[config.mk]
export PLATFORM = sky130hd
export DESIGN_NAME = scs_ram
export DESIGN_NICKNAME = d
export VERILOG_FILES = /design/src/hw/rtl/scs_ram.sv
export SDC_FILE = /design/constraint.sdc
export NUM_CORES = 2
export LEC_CHECK = 0
export BUFFER_PORTS_ARGS = -buffer_cell sky130_fd_sc_hd__buf_2
export CELL_PAD_IN_SITES_DETAIL_PLACEMENT = 0
export CELL_PAD_IN_SITES_GLOBAL_PLACEMENT = 2
export CORE_MARGIN = 10
export CORE_UTILIZATION = 51
export DETAILED_ROUTE_END_ITERATION = 12
export PLACE_DENSITY_LB_ADDON = 0.05
export SYNTH_ARGS = -nofsm -noshare
export SYNTH_HDL_FRONTEND = slang
export SYNTH_SLANG_ARGS = --single-unit
[constraint.sdc]
create_clock -name aclk -period 4.6 [get_ports aclk]
set_input_delay 0.46 -clock aclk [delete_from_list [all_inputs] [get_ports aclk]]
set_output_delay 0.46 -clock aclk [all_outputs]
set_load 0.005 [all_outputs]
[src/hw/rtl/scs_ram.sv]
module scs_ram #(
    parameter int WIDTH = 32,
    parameter int DEPTH = 64
) (
    input  logic                     aclk,
    input  logic                     wr_en,
    input  logic [$clog2(DEPTH)-1:0] wr_addr,
    input  logic [WIDTH-1:0]         wr_data,
    input  logic [$clog2(DEPTH)-1:0] rd_addr,
    output logic [WIDTH-1:0]         rd_data
);

    logic [WIDTH-1:0] mem [DEPTH];

    always_ff @(posedge aclk) begin
        if (wr_en) begin
            mem[wr_addr] <= wr_data;
        end
        rd_data <= mem[rd_addr];
    end

endmodule

After elaboration in Yosys (flattened, before gate mapping)

Memory sizes are Yosys's and may differ from the RTL's. A register that Yosys moved wholly into a read port is not among the register bits.
Cells that the tools add are included.

Register bits: 0
RAM bits: 2048
Input port bits: 46
Word-level logic and storage cells: 3
Memories: 1

Mux-type cells: 2

Memories:

| memory | words | width | rd ports | clocked after memory_dff | wr ports | RTL line | text |
|---|---|---|---|---|---|---|---|
| mem    | 64    | 32    | 1        | 1                        | 1        | 13       | `logic [WIDTH-1:0] mem [DEPTH];` |

Operator list:

| operator | number |
|---|---|
| $mux 1   | 2 |

Logic depth before layout (Yosys ltp)

Depth in word-level cells: 2
Mapped depth: 10
Mapped depth without buffers: 5

Worst setup path before layout

OpenSTA, ideal clock, no wires.

Path type: input -> register
Start point: input port wr_addr[3]
End point: memory mem[48][0], enable pin
Library setup time: 0.461 ns
Data arrival time: 3.159 ns
Required time: 4.139 ns
Setup slack: 0.980 ns
Stages on the path: 4
Path buffers: 1
Path through: clkbuf_1 -> nor2b_1 -> nand4b_1 -> nor3_1

RTL lines:

| element         | RTL line | text |
|---|---|---|
| start, declared | 7        | `input logic [$clog2(DEPTH)-1:0] wr_addr,` |
| end, declared   | 13       |  |

No word-level cell before the write port.

==> flow_metrics.tcl <==
set metrics [dict create \
    finalNonFillerCells 5846 \
    dieArea_um2 170000 \
    syn_inst 3324 \
    synth_adder_area_share_pct 0 \
    vias 36800 \
    ys_seq_area_share_pct 79.1 \
    grt_busiest_layer "met2" \
    drive_gt1_share_pct 30.7 \
    first_pass_iters 5 \
    synth_area_leader_cell "edfxtp_1" \
    syn_area_um2 78500 \
    placementRows 143 \
    reg2reg_depth 6 \
    wl_per_cell_um 35.5 \
    overflow 0 \
    slew_headroom_pct 17.5 \
    io_buffers 77 \
    p_sw_w 0.00829 \
    core-area_um2 152000 \
    rsz0062_at_grt "no" \
    syn_nets 3370 \
    pwr-share-comb_pct 5.2 \
    path_max_fanout 76 \
    grt_antenna_before_repair 17 \
    grt_pass1_wl_um 292000 \
    grt_pass1_vias 37900 \
    area_delta_synth_final_pct 13.9 \
    clock_latency_ps 840 \
    detail-route-antenna-nets 0 \
    pin_count 78 \
    power_frac_clock_pct 41.4 \
    htree_levels 4 \
    syn_avg_cell_area_um2 23.6 \
    p_leak_nw 28.0 \
    worst_pin_slew_ps 1230 \
    grtUsageTotal_pct 24.6 \
    layout.nets 3682 \
    powerDensity_nw_per_um2 441 \
    met2_usage_pct 40.2 \
    synth_compound_area_share_pct 1.67 \
    synth_xor_area_share_pct 0 \
    nFillCells 10900 \
    synth_edf_count 2048 \
    hold_path.class "in -> reg" \
    fin_crit_ps 3270 \
    start_util_pct 51.5 \
    grtUsageMet1_pct 34.0 \
    cts_inserted_buffers 205 \
    fin_tns_setup_ps 0 \
    cts_sinks 2080 \
    dp.final_hpwl_um 120000 \
    yosysTopAreaCellShare_pct 78.3 \
    path_class "in -> reg" \
    ys.flop_type "edfxtp_1" \
    seqPwrFrac_pct 53.4 \
    period_share_pct 71.0 \
    drt-total-wl_um 208000 \
    p_int_w 0.0312 \
    status "complete, no violations" \
    synthMuxAreaShare_pct 16.8 \
    yosys-top-cells-count "2048 x edfxtp_1, 544 x mux4_2, 137 x nor2_1, 93 x mux2i_1, 84 x o22ai_1" \
    synth_top_family_by_area "multiplexers" \
    pre_cts_ws_ps 644 \
    synth.distinct_cells 34 \
    async_flop_share_pct 0 \
    fin_ws_ps 1330 \
    use_met3_pct 4.68 \
    drc 0 \
    cts_resized 0 \
    fp.dieH_um 412 \
    netlist_top_cells_area "edfxtp_1 78%, mux4_2 16%, mux2i_1 1.2%" \
    die_w_um 412 \
    timing.fmax_mhz 306 \
    cts_buffer_depth 3 \
    dp.cells 5458 \
    setup_violations 0 \
    cts_tree "yes" \
    drv_slew 0 \
    cp.arrival_ps 3920 \
    ys_warn_count 0 \
    irDropWorstVdd_mv 0.343 \
    synth_seq_cells 2080 \
    grt_max_degree 77 \
    finalClockSkew_ps 26.9 \
    drv_cap 0 \
    gp_congestion 0.804 \
    drt_iter0_drc 4732 \
    hold_viol 0 \
    min_path_cells 1 \
    critPathLaunchType "primary input" \
    critPathRequiredTime_ps 5250 \
    yosys.cell_count.top_type "edfxtp_1" \
    viasPerCell 6.29 \
    clk_pin_slew_worst_paths_ps 60 \
    cp-end-kind "flop" \
    swShare_pct 21.0 \
    yosys.area_share.simple_pct 1.27 \
    cts_root_buf "clkbuf_16" \
]
stage by stage:
stage               hold WS [ps]  area (um2)  utilization (%)  total power (W)
floorplan                    559       78500                -           0.0224
global placement             719       82800             54.3           0.0235
detailed placement           731       82800             54.3           0.0235
CTS                         82.3       89400             58.6           0.0398
global route                 115       89400             58.6           0.0406
finish                       129       89400             58.6           0.0395
kinds of logic (layout without fill, tap and decap cells):
kind of cell / count (synthesis) / after routing
buffers and inverters: 182 / 669
muxes: 637 / 637
and+or+nand+nor: 223 / 223
DFF: 2080 / 2080
other: 0 / 5
AOI/OAI and AO/OA: 202 / 202
power by group through the flow:
stage               clock (W)  sequential, W  combinational (W)
detailed placement          0         0.0215            0.00208
floorplan                   0         0.0214            0.00102
CTS                    0.0166         0.0211            0.00209
global route           0.0174         0.0211            0.00217
global placement            0         0.0215            0.00205
finish                 0.0163         0.0211            0.00205
final timing paths:
kind                     from     endpoint  slack [ps]
setup / recovery   rd_addr[1]   rd_data[8]        1330
hold / removal    wr_data[25]  mem[30][25]         130
setup reg to reg   mem[51][2]   rd_data[2]        2060
hold reg to reg   mem[28][20]  rd_data[20]         760
state kept, by name, summed over array words and instances, names as in the netlist:
name,count
mem,2048
rd_data,32
worst max-delay path, stage by stage:
cell and delay, ps:
buf_8 610, buf_12 290, buf_4 310, nor2b_1 740, a22oi_1 150, and3_1 230
o32ai_1 890, nor3_1 120
final cells by class:
type | instances | area (um2) | area share, %
clock inverters | 91 | 953 | 1.07
diodes | 5 | 12.5 | 0.0140
clock buffers | 291 | 5620 | 6.28
flip-flops and latches | 2080 | 62100 | 69.5
well taps | 2030 | 2540 | 2.84
repair buffers | 287 | 2170 | 2.43
multi-input cells | 1062 | 16000 | 17.9
routing by layer:
layer	share of wire, %	routed length, um
met5	0.038	78
met4	2.8	5780
met3	7.7	16100
met2	50	103000
met1	40	82700
layout by cell type (no fill, tap or decap), types with 7 or more instances in the layout:
| cell type | netlist | final |
|---|---|---|
| o22ai_1 | 84 | 84 |
| mux2i_1 | 93 | 93 |
| clkinv_1 | 0 | 37 |
| dfxtp_1 | 32 | 32 |
| edfxtp_1 | 2048 | 2048 |
| a21oi_1 | 62 | 62 |
| clkbuf_16 | 0 | 209 |
| buf_4 | 25 | 196 |
| mux4_2 | 544 | 544 |
| nor2_4 | 0 | 62 |
| nor2_1 | 137 | 75 |
| clkbuf_8 | 0 | 8 |
| clkbuf_1 | 74 | 74 |
| a311oi_1 | 8 | 8 |
| buf_12 | 0 | 14 |
| buf_2 | 57 | 73 |
| nand2b_1 | 8 | 7 |
| nor2b_1 | 15 | 15 |
| o221ai_1 | 27 | 27 |
| a22oi_1 | 12 | 12 |
| clkinv_2 | 0 | 21 |
| bufinv_16 | 0 | 17 |
| nand2_1 | 26 | 26 |
repair_timing:
item,CTS,global route
endpoints found under the hold margin,6,0
setup buffers,0,0
hold buffers,1,0
Power figures use the tool's default switching activity.
